### src/rtl/physical_address_decoder_defines.svh
// Assertion macros for the physical address decoder.
// Used by the top level; no other dependencies.
`ifndef PHYSICAL_ADDRESS_DECODER_DEFINES_SVH
`define PHYSICAL_ADDRESS_DECODER_DEFINES_SVH

`ifndef SYNTH
`define PAD_ASSERT(label, prop) \
    label: assert property (@(posedge clk) disable iff (!rst_n) prop) \
        else $error("pad assertion failed");
`define PAD_ASSERT_VALID(label, vld, prop) \
    label: assert property (@(posedge clk) disable iff (!rst_n) (vld) |-> (prop)) \
        else $error("pad result check failed");
`else
`define PAD_ASSERT(label, prop)
`define PAD_ASSERT_VALID(label, vld, prop)
`endif

`endif

### src/rtl/pad_pkg.sv
// Shared types and constants of the physical address decoder.
// No dependencies.
`timescale 1ns / 1ps

package pad_pkg;

    typedef enum logic [3:0] {
        TGT_NONE     = 4'd0,
        TGT_ROM      = 4'd1,
        TGT_VRAM     = 4'd2,
        TGT_IOC      = 4'd3,
        TGT_MOUSE    = 4'd4,
        TGT_SUPERIO  = 4'd5,
        TGT_IDEW     = 4'd6,
        TGT_IDEB     = 4'd7,
        TGT_FDC      = 4'd8,
        TGT_PODULE   = 4'd9,
        TGT_BANK0    = 4'd10,
        TGT_BANK1    = 4'd11,
        TGT_SIMM1    = 4'd12,
        TGT_VIDEO    = 4'd13
    } target_t;

    typedef enum logic [2:0] {
        CFG_SECOND_MODEL = 3'd0,
        CFG_OLD_IOC      = 3'd1,
        CFG_RAM_MASK     = 3'd2,
        CFG_VRAM_MASK    = 3'd3,
        CFG_SIMM1        = 3'd4,
        CFG_VIDEO_START  = 3'd5
    } cfg_idx_t;

    localparam int CFG_IDX_W  = 3;
    localparam int CFG_DATA_W = 26;

    typedef struct packed {
        logic        second_model_mode;
        logic        old_io_controller;
        logic [25:0] ram_bank_mask;
        logic [22:0] vram_mask;
        logic        simm1_present;
        logic [9:0]  video_start_region;
    } cfg_t;

    typedef struct packed {
        logic        op;
        logic        byte_access;
        logic [31:0] bus_address;
        logic [31:0] write_data;
    } req_t;

    typedef struct packed {
        target_t     target;
        logic [26:0] local_offset;
        logic [2:0]  slot;
        logic        easi_space;
        logic [31:0] device_data;
        logic [31:0] unmapped_data;
        logic        dirty_valid;
        logic [13:0] dirty_page;
    } rsp_t;

    localparam logic [29:0] SPACE_1G     = 30'h3fff_ffff;
    localparam logic [29:0] SPACE_512M   = 30'h1fff_ffff;
    localparam logic [31:0] ROM_MASK     = 32'h007f_ffff;
    localparam logic [31:0] SIMM1_MASK   = 32'h07ff_ffff;
    localparam logic [31:0] SIO_LO       = 32'h0301_0000;
    localparam logic [31:0] FDC_LO       = 32'h0301_2000;
    localparam logic [31:0] FDC_HI       = 32'h0302_a000;
    localparam logic [31:0] MOUSE_ADDR   = 32'h0331_0000;
    localparam logic [31:0] IDE2_W_ADDR  = 32'h0080_07c0;
    localparam logic [31:0] VIDEO_BASE   = 32'h0040_0000;
    localparam logic [31:0] IGN_WIN_A    = 32'h033a_0000;
    localparam logic [31:0] IGN_WIN_B    = 32'h0024_0000;

    localparam logic [5:0] CHUNK_ROM  = 6'd0;
    localparam logic [5:0] CHUNK_VRAM = 6'd2;
    localparam logic [5:0] CHUNK_IO   = 6'd3;

endpackage

### src/rtl/pad_cfg.sv
// Configuration register file of the physical address decoder.
// Depends on pad_pkg.
`timescale 1ns / 1ps

module pad_cfg (
    input  logic                             clk,
    input  logic                             rst_n,
    input  logic                             cfg_we,
    input  logic [pad_pkg::CFG_IDX_W-1:0]    cfg_index,
    input  logic [pad_pkg::CFG_DATA_W-1:0]   cfg_wdata,
    output pad_pkg::cfg_t                    cfg
);
    import pad_pkg::*;

    cfg_t cfg_reg;
    cfg_t cfg_next;

    always_comb
    begin
        cfg_next = cfg_reg;
        if (cfg_we)
        begin
            unique case (cfg_idx_t'(cfg_index))
                CFG_SECOND_MODEL: cfg_next.second_model_mode  = cfg_wdata[0];
                CFG_OLD_IOC:      cfg_next.old_io_controller  = cfg_wdata[0];
                CFG_RAM_MASK:     cfg_next.ram_bank_mask      = cfg_wdata[25:0];
                CFG_VRAM_MASK:    cfg_next.vram_mask          = cfg_wdata[22:0];
                CFG_SIMM1:        cfg_next.simm1_present      = cfg_wdata[0];
                CFG_VIDEO_START:  cfg_next.video_start_region = cfg_wdata[9:0];
                default:          cfg_next = cfg_reg;
            endcase
        end
    end

    always_ff @(posedge clk or negedge rst_n)
    begin
        if (!rst_n)
        begin
            cfg_reg.second_model_mode  <= 1'b0;
            cfg_reg.old_io_controller  <= 1'b1;
            cfg_reg.ram_bank_mask      <= 26'h01f_ffff;
            cfg_reg.vram_mask          <= '0;
            cfg_reg.simm1_present      <= 1'b0;
            cfg_reg.video_start_region <= '0;
        end
        else
        begin
            cfg_reg <= cfg_next;
        end
    end

    assign cfg = cfg_reg;

endmodule

### src/rtl/pad_decode.sv
// Combinational decode of one bus transaction into target, offset and data.
// Depends on pad_pkg.
`timescale 1ns / 1ps

module pad_decode (
    input  pad_pkg::cfg_t cfg,
    input  pad_pkg::req_t req,
    output pad_pkg::rsp_t rsp
);
    import pad_pkg::*;

    logic        wr;
    logic        by;
    logic [29:0] a30;
    logic [31:0] a;
    logic [5:0]  chunk;
    logic [2:0]  bank;
    logic        sio;
    logic        fdc;
    logic [22:0] vram_off;
    logic [25:0] ram_off;
    target_t     tgt;
    logic [31:0] off;
    logic [2:0]  slot;
    logic        easi;
    logic [31:0] unm;
    logic        dv;
    logic [13:0] dp;
    logic [31:0] data;

    assign wr       = req.op;
    assign by       = req.byte_access;
    assign a30      = req.bus_address[29:0] & (cfg.second_model_mode ? SPACE_1G : SPACE_512M);
    assign a        = {2'b00, a30};
    assign chunk    = a30[29:24];
    assign bank     = a[18:16];
    assign sio      = (a >= SIO_LO) && (a < FDC_LO);
    assign fdc      = (a >= FDC_LO) && (a <= FDC_HI);
    assign vram_off = a[22:0] & cfg.vram_mask;
    assign ram_off  = a[25:0] & cfg.ram_bank_mask;

    always_comb
    begin
        tgt  = TGT_NONE;
        off  = '0;
        slot = '0;
        easi = 1'b0;
        unm  = by ? 32'h0000_00ff : 32'h0;
        dv   = 1'b0;
        dp   = '0;

        if (chunk == CHUNK_ROM)
        begin
            if (!wr)
            begin
                tgt = TGT_ROM;
                off = a & ROM_MASK;
            end
        end
        else if (chunk == CHUNK_VRAM)
        begin
            if (cfg.vram_mask == '0)
            begin
                unm = by ? 32'h0000_00ff : 32'hffff_ffff;
            end
            else
            begin
                tgt = TGT_VRAM;
                off = {9'd0, vram_off};
                dv  = wr;
                dp  = wr ? {3'd0, vram_off[22:12]} : 14'd0;
            end
        end
        else if (chunk == CHUNK_IO)
        begin
            if (a[23:22] == 2'b00)
            begin
                if (bank == 3'd0)
                begin
                    tgt = TGT_IOC;
                    off = a;
                end
                else if (bank == 3'd1 || bank == 3'd2)
                begin
                    if (!wr)
                    begin
                        if (a == MOUSE_ADDR && cfg.old_io_controller)
                        begin
                            tgt = TGT_MOUSE;
                            off = a;
                        end
                        else if (by && fdc)
                        begin
                            tgt = TGT_FDC;
                            off = a;
                        end
                        else if (by && (a[23:0] & 24'hfff400) == 24'h02b000)
                        begin
                            // network card window reads float high
                            unm = 32'hffff_ffff;
                        end
                        else if (sio)
                        begin
                            if (!by && (a & 32'hffc) == 32'h7c0)
                                tgt = TGT_IDEW;
                            else
                            begin
                                tgt = TGT_SUPERIO;
                                off = a;
                            end
                        end
                    end
                    else if (!by)
                    begin
                        if (sio)
                        begin
                            if ((a & 32'hffc) == 32'h7c0)
                                tgt = TGT_IDEW;
                            else
                            begin
                                tgt = TGT_SUPERIO;
                                off = a;
                            end
                        end
                    end
                    else
                    begin
                        if (a == MOUSE_ADDR || (a & 32'hfc0000) == IGN_WIN_B)
                        begin
                            tgt = TGT_NONE;
                        end
                        else if (fdc)
                        begin
                            tgt = TGT_FDC;
                            off = a;
                        end
                        else if (sio)
                        begin
                            tgt = TGT_SUPERIO;
                            off = a;
                        end
                    end
                end
                else if (bank == 3'd4 || bank == 3'd7)
                begin
                    tgt  = TGT_PODULE;
                    off  = a & 32'h3fff;
                    slot = {bank == 3'd7, a[15:14]};
                end
            end
            else if (wr && !by && (a & 32'hc00000) == VIDEO_BASE)
            begin
                tgt = TGT_VIDEO;
            end
            else if (cfg.second_model_mode)
            begin
                if (!by && (a & 32'hcffffc) == IDE2_W_ADDR)
                    tgt = TGT_IDEW;
                else if (by && (a & 32'hcff000) == (IDE2_W_ADDR & 32'hfff000))
                begin
                    tgt = TGT_IDEB;
                    off = {22'd0, a[11:2]};
                end
            end
        end
        else if (chunk[5:3] == 3'b001)
        begin
            tgt  = TGT_PODULE;
            off  = a & 32'h00ff_ffff;
            slot = chunk[2:0];
            easi = 1'b1;
        end
        else if (chunk[5:2] == 4'b0100)
        begin
            tgt = TGT_BANK0;
            off = {6'd0, ram_off};
            if (wr && cfg.vram_mask == '0 && a[31:22] == cfg.video_start_region)
            begin
                dv = 1'b1;
                dp = ram_off[25:12];
            end
        end
        else if (chunk[5:2] == 4'b0101)
        begin
            tgt = TGT_BANK1;
            off = {6'd0, ram_off};
        end
        else if (chunk[5:3] == 3'b011)
        begin
            if (cfg.simm1_present)
            begin
                tgt = TGT_SIMM1;
                off = a & SIMM1_MASK;
            end
        end

        if (tgt != TGT_NONE || wr)
            unm = '0;

        data = '0;
        if (wr && tgt != TGT_NONE)
        begin
            if (by)
                data = {24'd0, req.write_data[7:0]};
            else if (tgt == TGT_PODULE && !easi)
                data = {16'd0, req.write_data[31:16]};
            else
                data = req.write_data;
        end
    end

    assign rsp.target        = tgt;
    assign rsp.local_offset  = off[26:0];
    assign rsp.slot          = slot;
    assign rsp.easi_space    = easi;
    assign rsp.device_data   = data;
    assign rsp.unmapped_data = unm;
    assign rsp.dirty_valid   = dv;
    assign rsp.dirty_page    = dp;

endmodule

### src/rtl/physical_address_decoder.sv
// Physical address decoder: the configuration registers, the input register,
// the decode logic and the result register. Depends on pad_pkg, pad_cfg, pad_decode.
`timescale 1ns / 1ps
`include "physical_address_decoder_defines.svh"

// Decodes one bus transaction per clock unless the result channel stalls. A
// transaction is captured in the input register, decoded in one pass of
// combinational logic and delivered from the result register; with out_ready
// held high a new transaction is taken every cycle. Backpressure stalls both
// stages in place, and a stage frees up in the same cycle its contents move on.
// Configuration writes take effect on the next clock; the user must make them
// only while no transaction is in flight, as the block does not enforce it.
module physical_address_decoder (
    input  logic                           clk,
    input  logic                           rst_n,
    input  logic                           in_valid,
    output logic                           in_ready,
    input  pad_pkg::req_t                  in_data,
    output logic                           out_valid,
    input  logic                           out_ready,
    output pad_pkg::rsp_t                  out_data,
    input  logic                           cfg_we,
    input  logic [pad_pkg::CFG_IDX_W-1:0]  cfg_index,
    input  logic [pad_pkg::CFG_DATA_W-1:0] cfg_wdata
);
    import pad_pkg::*;

    cfg_t cfg;
    req_t s1_data_reg;
    logic s1_valid_reg;
    logic s1_valid_next;
    rsp_t dec_rsp;
    rsp_t out_data_reg;
    logic out_valid_reg;
    logic out_valid_next;
    logic in_fire;
    logic s1_adv;

    pad_cfg u_cfg (
        .clk       (clk),
        .rst_n     (rst_n),
        .cfg_we    (cfg_we),
        .cfg_index (cfg_index),
        .cfg_wdata (cfg_wdata),
        .cfg       (cfg)
    );

    pad_decode u_decode (
        .cfg (cfg),
        .req (s1_data_reg),
        .rsp (dec_rsp)
    );

    assign s1_adv   = s1_valid_reg && (!out_valid_reg || out_ready);
    assign in_ready = !s1_valid_reg || s1_adv;
    assign in_fire  = in_valid && in_ready;

    always_comb
    begin
        s1_valid_next  = in_fire ? 1'b1 : (s1_adv ? 1'b0 : s1_valid_reg);
        out_valid_next = s1_adv ? 1'b1 : (out_ready ? 1'b0 : out_valid_reg);
    end

    always_ff @(posedge clk or negedge rst_n)
    begin
        if (!rst_n)
        begin
            s1_valid_reg  <= 1'b0;
            out_valid_reg <= 1'b0;
        end
        else
        begin
            s1_valid_reg  <= s1_valid_next;
            out_valid_reg <= out_valid_next;
        end
    end

    always_ff @(posedge clk)
    begin
        if (in_fire)
            s1_data_reg <= in_data;
        if (s1_adv)
            out_data_reg <= dec_rsp;
    end

    assign out_valid = out_valid_reg;
    assign out_data  = out_data_reg;

    // a stalled input-stage transaction is never dropped
    `PAD_ASSERT(a_s1_hold, (s1_valid_reg && !s1_adv) |=> s1_valid_reg)
    `PAD_ASSERT_VALID(a_dirty_tgt, out_valid && out_data.dirty_valid, out_data.target == TGT_VRAM || out_data.target == TGT_BANK0)
    `PAD_ASSERT_VALID(a_unm_zero, out_valid && out_data.target != TGT_NONE, out_data.unmapped_data == 32'h0)
    `PAD_ASSERT_VALID(a_slot_pod, out_valid && out_data.target != TGT_PODULE, out_data.slot == 3'd0 && !out_data.easi_space)

endmodule

### config.mk
export PLATFORM = sky130hd
export DESIGN_NAME = physical_address_decoder
export DESIGN_NICKNAME = d
export VERILOG_FILES = /design/src/rtl/pad_pkg.sv /design/src/rtl/pad_cfg.sv /design/src/rtl/pad_decode.sv /design/src/rtl/physical_address_decoder.sv
export VERILOG_INCLUDE_DIRS = /design/src /design/src/rtl
export SDC_FILE = /design/constraint.sdc
export NUM_CORES = 1
export LEC_CHECK = 0
export BUFFER_PORTS_ARGS = -buffer_cell sky130_fd_sc_hd__clkbuf_2
export CAP_MARGIN = 20
export CORE_AREA = 2 2 141 143
export CTS_CLUSTER_SIZE = 12
export DETAILED_ROUTE_END_ITERATION = 8
export DIE_AREA = 0 0 143 145
export GPL_TIMING_DRIVEN = 0
export PLACE_DENSITY = 0.76
export SETUP_SLACK_MARGIN = 0.15
export SKIP_CTS_REPAIR_TIMING = 1
export SLEW_MARGIN = 25
export SYNTH_ARGS = -nofsm -noshare
export SYNTH_HDL_FRONTEND = slang
export SYNTH_SLANG_ARGS = --single-unit
### constraint.sdc
create_clock -name clk -period 2.8 [get_ports clk]
set_clock_uncertainty 0.05 [all_clocks]
set_input_delay 0.14 -clock clk [delete_from_list [all_inputs] [get_ports clk]]
set_output_delay 0.14 -clock clk [all_outputs]
set_load 0.05 [all_outputs]
==> impl_metrics.toml, run 1 <==
[outcome]
outcome = "finished, violations left"
violations = "negative setup slack"

[yosys]
synth_top_family_by_area = "simple AND/OR/NAND/NOR gates"
synthFlopType = "edfxtp_1"
yosys_warnings = 0
yosysTopAreaCell = "edfxtp_1"
async_flop_share_pct = 30.19
ys_types = 62
synth_top_area_share_pct = 48.12
syn_nets = 764
netlist_top_cells_area = "edfxtp_1, dfrtp_1, mux2_2"
synth-adder-area-share_pct = 0
ys_ff_latch = 212
synthCells = 664
ys_seq_area_share_pct = 65.75
yosys.area_share.simple_pct = 12.29
synth-xor-area-share_pct = 0.3793
synth_compound_area_share_pct = 10.01
synthesis.area_um2 = 9236
avgSynthCellArea_um2 = 13.91
synth.area.mux_share_pct = 7.559
synth_edf_count = 148

[timing]
finalWorstSetupSlack_ps = -256.2
maxSlewHeadroom_pct = 43.15
tns_ps = -6571
tightest_slew_ps = 852.7
setup_violations = 36
fin_hold_ws_ps = 26.87
hold_violations = 0
fmax_mhz = 327.2
layout_min_cycle_time_ps = 3056
period_share_pct = 109.1
finalMaxSlewViolations = 0
rsz0062_at_grt = "yes"

[worst_setup_path]
worst_ep_arrival_time_ps = 3250
worst-setup-path-type = "flop to flop"
critPathCaptureType = "flop"
crit_required_ps = 3000
critPathMaxFanout = 8
start_kind = "flop"

[cts]
cts_root_buffer = "clkbuf_16"
cts_buffers = 22
htreeDepth = 1
clkLatencyLatePin_ps = 500
path_clk_slew_ps = 60
clock_path_buffers = 3
cts_tree = "done"
clock_sinks = 212

[layout]
num-nets-final = 1142
area_growth_pct = 43.28
largest_reg_flops = 84
final_core_util_pct = 68.90
antennaDiodeCount = 0
drive_gt1_share_pct = 48.96
fillers = 1299

[placed_design]
gp_congestion = 0.9047
dp_hpwl_mm = 16.58
io_buffers = 213

[floorplan]
coreArea_um2 = 19210
start_util_pct = 48.09
die-area_um2 = 20740
num_rows = 51
chipWidth_um = 143
die_h_um = 145
pin_count = 216

[pwr]
p_leak_nw = 5.315
peakVddDrop_mv = 0.6274
cellPowerDensity_nw_per_um2 = 647.8

[grt]
grt_pass1_vias = 6587
grt_max_degree = 53
grt_first_pass_wirelength_mm = 35.48
grt.overflow.total = 0
grt.total_usage_pct = 22.09
antenna_found_initial = 0

[min_path]
hold_path.class = "primary input to asynchronous set/reset pin"

[detailed_routing]
drc = 0
antenna_left = 0
dr_total_vias = 7360
vias_per_cell = 5.563
dr.pass1.iters = 7
wire_per_inst_um = 20.36
routed_wl_mm = 26.94
drt_iter0_drc = 643

[run]
drv_cap = 0
logic make-up after synthesis:
group | count (synthesis)
AOI/OAI and AO/OA | 131
xor gates and xnor gates | 4
buffers and inverters | 62
DFF | 212
muxes | 62
and+or+nand+nor | 193
cells in the mapped netlist (17+ instances only):
| master | n |
|---|---|
| edfxtp_1 | 148 |
| nand2_1 | 37 |
| dfrtp_1 | 42 |
| dfstp_2 | 22 |
| clkbuf_1 | 22 |
| a21oi_1 | 27 |
| nor2b_1 | 18 |
| mux2_2 | 62 |
| nand3_1 | 22 |
| buf_4 | 32 |
| nor2_1 | 17 |
| a22oi_1 | 22 |
| o21ai_0 | 31 |
critical path, cell delays in order (launching register included):
cell,delay [ps]
edfxtp_1,480
nor4_4,370
nand4b_1,150
buf_6,170
o311a_4,330
o41ai_4,400
buf_4,200
nand4bb_4,200
buf_6,210
o21ai_4,140
a21oi_2,90
power by group:
part	internal (mW)	switching, mW	leakage, nW
registers	3.84	0.285	2.18
logic	0.694	1.07	2.82
clock network	1.54	1.16	0.314
per-stage QoR:
stage	setup WS, ps	power (mW)	cells	cell area (um2)
floorplan	-25.08	5.117	664	9245
detailed placement	-589.0	5.575	1145	10730
global route	-311.7	8.884	1323	13230
global placement	-582.7	5.528	1142	10640
finish	-256.2	8.573	1323	13230
CTS	-662.0	8.248	1185	11380
area by class of cell:
type	instances	area, um2	share of cell area [%]
Timing Repair Buffer	354	2457	18.57
Clock inverter	5	20.02	0.1513
Sequential cell	212	6077	45.92
Buffer	58	407.9	3.082
Clock buffer	35	630.6	4.765
Tap cell	265	331.6	2.505
Multi-Input combinational cell	390	3294	24.89
Inverter	4	15.01	0.1135
cells in the final DEF, fill, tap and decap left out, types with 18 or more instances in the layout:
| cell type | n |
|---|---|
| clkbuf_2 | 220 |
| edfxtp_1 | 148 |
| dlygate4sd3_1 | 94 |
| buf_4 | 66 |
| mux2_2 | 62 |
| dfrtp_1 | 39 |
| nand2_1 | 35 |
| clkbuf_16 | 23 |
| clkbuf_1 | 22 |
| a22oi_1 | 22 |
| dfstp_2 | 22 |
| nand3_1 | 19 |
| o21ai_0 | 19 |
| and2_4 | 19 |
| nor2b_1 | 18 |
per-layer routing:
| metal | global-route usage [%] | vias to the layer above | part of all wire, % |
|---|---|---|---|
| met5 | 0 | - | 0.15 |
| met4 | 8.416 | 2 | 3.8 |
| met3 | 3.960 | 73 | 6.9 |
| met2 | 36.00 | 392 | 50 |
| met1 | 29.49 | 3614 | 39 |
| li1 | - | 3279 | - |
path summary, 6_finish.rpt:
| path | start | to | slack [ps] | cells after the start |
|---|---|---|---|---|
| setup / recovery | s1_data_reg[43] | out_data[62] | -260 | 10 |
| hold / removal | rst_n | u_cfg.cfg[5] | 30 | 2 |
| setup reg to reg | s1_data_reg[43] | out_data[62] | -260 | 10 |
| hold reg to reg | u_cfg.cfg[8] | u_cfg.cfg[8] | 460 | 1 |
| max in group asynchronous | rst_n | u_cfg.cfg[54] | 2100 | 3 |
| min in group clk | cfg_index[1] | u_cfg.cfg[61] | 30 | 3 |
No activity file was read; power rests on OpenSTA's default activity.
==> run 2: changes to the inputs <==
Settings changed: CTS_BUF_LIST from default to sky130_fd_sc_hd__clkbuf_4 sky130_fd_sc_hd__clkbuf_8.
==> run 2 against run 1 <==
Effect of this change:
- critical path depth decreased by 2
- worst hold slack got worse by 25 ps
- the run still ends with negative setup slack left
- wire length decreased by 1.2%
- first-iteration DRC count decreased by 5.8%
- critical path type unchanged
- global-route usage increased by 0.16 points
- clock power about the same
==> impl_metrics.toml, run 2 (synthesized netlist as in run 1, its figures left out) <==
[floorplan]
coreArea_um2 = 19210
chipWidth_um = 143
num_rows = 51
pin_count = 216
die-area_um2 = 20740
die_h_um = 145
start_util_pct = 48.09

[cts]
clock_path_buffers = 3
htreeDepth = 2
clkLatencyLatePin_ps = 530
path_clk_slew_ps = 70
cts_tree = "done"
clock_sinks = 212
cts_root_buffer = "clkbuf_8"
cts_buffers = 35

[detailed_routing]
drc = 0
dr_total_vias = 7339
dr.pass1.iters = 5
dr_wl_met2_mm = 13.19
routed_wl_mm = 26.61
wire_per_inst_um = 19.87
routed-wl-met3_mm = 2.074
met1Wirelength_mm = 10.37
vias_per_cell = 5.481
antenna_left = 0
drt_iter0_drc = 606
highest_layer = "met4"

[layout]
design_area_um2 = 13110
area_growth_pct = 41.94
final_core_util_pct = 68.26
most-common-layout-cells = "clkbuf_2, edfxtp_1, dlygate4sd3_1, mux2_2, buf_4"
layout_commonest_cell = "clkbuf_2"
drive_gt1_share_pct = 49.53
fillers = 1284
antennaDiodeCount = 0
largest_reg_flops = 84
num-nets-final = 1148

[worst_setup_path]
critPathCaptureType = "flop"
start_kind = "flop"
critPathMaxFanout = 8
crit_required_ps = 3020
worst-setup-path-type = "flop to flop"
worst_ep_arrival_time_ps = 3230

[timing]
setup_violations = 36
hold_violations = 0
maxSlewHeadroom_pct = 48.75
fmax_mhz = 332.0
period_share_pct = 107.6
layout_min_cycle_time_ps = 3012
rsz0062_at_grt = "yes"
finalMaxSlewViolations = 0
tightest_slew_ps = 765.4
finalWorstSetupSlack_ps = -212.0

[placed_design]
place_area_um2 = 10730
io_buffers = 213
dp_worst_setup_slack_ps = -589.0
dp_hpwl_mm = 16.58
gp_congestion = 0.9047

[grt]
grt_max_degree = 53
grt.total_usage_pct = 22.25
grt_pass1_vias = 6668
grt.overflow.total = 0
antenna_found_initial = 0
grt_first_pass_wirelength_mm = 35.56

[run]
drv_cap = 0

[pwr]
p_leak_nw = 5.300
cellPowerDensity_nw_per_um2 = 650.0
peakVddDrop_mv = 0.4670

[outcome]
outcome = "finished, violations left"
violations = "negative setup slack"

[min_path]
hold_path.class = "primary input to asynchronous set/reset pin"
run 2: cell count changes in the layout (fill, tap and decap cells not counted), sizes merged:
cell	previous run	this run
clkbuf	267	279
buf	86	79
clkinv	5	11
clkinvlp	0	4
bufinv	0	1
run 2: path summary, 6_finish.rpt:
check / slack [ps] / endpoint / from / cells after the start
worst max register to register: -210 / out_data[54] / u_cfg.cfg[28] / 8
min in group clk: 0 / u_cfg.cfg[10] / cfg_index[1] / 3
max in group asynchronous: 2120 / u_cfg.cfg[53] / rst_n / 3
worst max-delay path: -210 / out_data[54] / u_cfg.cfg[28] / 8
worst min register to register: 460 / u_cfg.cfg[8] / u_cfg.cfg[8] / 1
worst min-delay path: 1 / u_cfg.cfg[5] / rst_n / 2
run 2: per-layer routing:
layer	GRT usage, %	vias to the layer above
met5	0	-
met4	9.950	0
met3	4.224	81
met2	35.77	422
met1	29.35	3545
li1	-	3291
run 2: power breakdown:
| group | total (mW) | internal [mW] | switching [mW] | leakage, nW |
|---|---|---|---|---|
| combinational | 1.72 | 0.677 | 1.05 | 2.77 |
| sequential | 4.12 | 3.83 | 0.282 | 2.18 |
| clock | 2.68 | 1.44 | 1.24 | 0.346 |
| total | 8.52 | 5.95 | 2.57 | 5.30 |
run 2: per-stage QoR:
stage | setup TNS, ps | hold WS [ps] | power, mW | instances
after floorplan | -235.8 | -205.6 | 5.117 | 664
after global placement | -18900 | 267.6 | 5.528 | 1142
after detailed placement | -21930 | 2.723 | 5.575 | 1145
after CTS | -23560 | -544.5 | 8.224 | 1208
after global routing | -9094 | 26.69 | 8.831 | 1339
final | -6418 | 1.423 | 8.522 | 1339
run 2: critical path: stages, from the launching register on:
cell,delay [ps]
dfrtp_2,440
nor4_4,330
nand4_1,220
o21a_4,300
or4_4,500
buf_6,150
or4_4,560
nand2_8,140
a21oi_1,70
run 2: cell type report:
class / instances / area [um2] / area share (%)
Sequential cell: 212 / 6075 / 46.34
Multi-Input combinational cell: 390 / 3206 / 24.45
Timing Repair Buffer: 347 / 2399 / 18.30
Clock buffer: 47 / 578.1 / 4.409
Buffer: 58 / 402.9 / 3.073
Tap cell: 265 / 331.6 / 2.529
Clock inverter: 16 / 103.9 / 0.7921
Inverter: 4 / 15.01 / 0.1145
==> run 3: changes to the inputs <==
Settings changed: PLACE_DENSITY 0.76 to 0.81.
==> run 3 against run 2 <==
Effect of this change:
- first-iteration DRC count is 18% lower
- register-to-register slack worse by 60 ps
- combinational power is 2% higher
- clock-buffer cell count is 4 higher
- core utilization is 0.37 points higher
- critical path type unchanged
- worst setup slack worse by 55 ps
- non-clock buffer count is 1 lower
- the run ends with negative hold slack, negative setup slack left
- fmax is 1.8% lower
- critical path depth is 2 higher
- design area is 0.54% higher
- worst hold slack worse by 12 ps
- global-route usage is 0.43 points lower
==> impl_metrics.toml, run 3 (synthesized netlist as in run 1, its figures left out) <==
[timing]
tightest_slew_ps = 863.3
fin_hold_ws_ps = -10.72
finalWorstSetupSlack_ps = -267.3
setup_violations = 35
hold_violations = 10
finalMaxSlewViolations = 0
rsz0062_at_grt = "yes"
period_share_pct = 109.5
layout_min_cycle_time_ps = 3067
maxSlewHeadroom_pct = 42.45
fmax_mhz = 326.0

[layout]
layout_commonest_cell = "clkbuf_2"
area_growth_pct = 42.71
design_area_um2 = 13180
finalNonFillerCells = 1340
num-nets-final = 1148
antennaDiodeCount = 0
drive_gt1_share_pct = 49.95
largest_reg_flops = 84
most-common-layout-cells = "clkbuf_2, edfxtp_1, dlygate4sd3_1, mux2_2, buf_4"

[grt]
antenna_found_initial = 0
grt.total_usage_pct = 21.82
grt_max_degree = 65
grt.overflow.total = 0
grt_pass1_vias = 6478
grt_first_pass_wirelength_mm = 34.82

[detailed_routing]
antenna_left = 0
wire_per_inst_um = 19.96
drc = 0
vias_per_cell = 5.471
drt_iter0_drc = 498
dr.pass1.iters = 5
dr_total_vias = 7331
routed_wl_mm = 26.75

[worst_setup_path]
path_cells = "nor4_1, nand4b_1, buf_4, o311a_4, o41ai_4, buf_4, nand4bb_4, buf_6, o21ai_1, a21oi_2"
cp_slowest_stage_delay_ps = 510
critPathTopFamily = "compound AO/OA/AOI/OAI gates"
crit_required_ps = 3010
path_buf_inv = 3
worst_ep_arrival_time_ps = 3280
worst-setup-path-type = "flop to flop"
critPathMaxFanout = 5
start_kind = "flop"
cp_common_cell = "buf_4"
cp_slowest_cell = "edfxtp_1"
critPathCaptureType = "flop"

[placed_design]
io_buffers = 213
gp_congestion = 0.8891
place_area_um2 = 10700
dp_hpwl_mm = 16.34
placed_cells = 1144
dp_worst_setup_slack_ps = -649.0

[floorplan]
die-area_um2 = 20740
num_rows = 51
die_h_um = 145
start_util_pct = 48.09
coreArea_um2 = 19210
chipWidth_um = 143
pin_count = 216

[cts]
clock_path_buffers = 3
cts_buffers = 36
clkLatencyLatePin_ps = 530
htreeDepth = 2
clock_sinks = 212
cts_tree = "done"
path_clk_slew_ps = 60
cts_root_buffer = "clkbuf_8"

[pwr]
p_leak_nw = 5.326
cellPowerDensity_nw_per_um2 = 651.8
peakVddDrop_mv = 0.4875
total_power_mw = 8.592

[outcome]
outcome = "finished, violations left"
violations = "negative hold slack, negative setup slack"

[run]
drv_cap = 0

[min_path]
hold_path.class = "primary input to asynchronous set/reset pin"
## run 3: final cells by class
class / instances / area, um2
plain buffers: 58 / 402.9
clock buffers: 51 / 639.4
clock inverters: 14 / 72.57
fillers: 1297 / 6026
inverters: 4 / 15.01
multi-input cells: 390 / 3257
flip-flops and latches: 212 / 6075
well taps: 265 / 331.6
repair buffers: 346 / 2389
## run 3: layer usage
layer / global-route usage [%] / share of wire (%)
met4: 7.376 / 3.6
met1: 29.05 / 38
met2: 34.76 / 50
met3: 5.743 / 8.4
met5: 0 / 0
## run 3: where the power goes
group | switching (mW) | internal (mW) | leakage (nW) | total, mW
registers | 0.284 | 3.84 | 2.18 | 4.12
clock network | 1.23 | 1.48 | 0.375 | 2.71
logic | 1.07 | 0.694 | 2.77 | 1.76
## run 3: stage by stage
stage	utilization, %	hold WS [ps]	TNS, ps
6_report	68.63	-10.72	-6482
3_5_place_dp	55.71	-8.617	-21350
3_3_place_gp	55.41	267.6	-20740
4_1_cts	59.42	-563.0	-23040
5_1_grt	68.63	18.56	-13690
2_1_floorplan	-	-205.6	-235.8
## run 3: final timing paths
check                                start            end  slack, ps  depth (start not counted)
setup / recovery           s1_data_reg[42]   out_data[53]       -270                         10
hold / removal                       rst_n  u_cfg.cfg[17]        -10                          2
max in group asynchronous            rst_n  u_cfg.cfg[48]       2130                          3
min in group clk              cfg_index[1]  u_cfg.cfg[60]          0                          3
hold reg to reg               u_cfg.cfg[9]   u_cfg.cfg[9]        460                          1
setup reg to reg           s1_data_reg[42]   out_data[53]       -270                         10
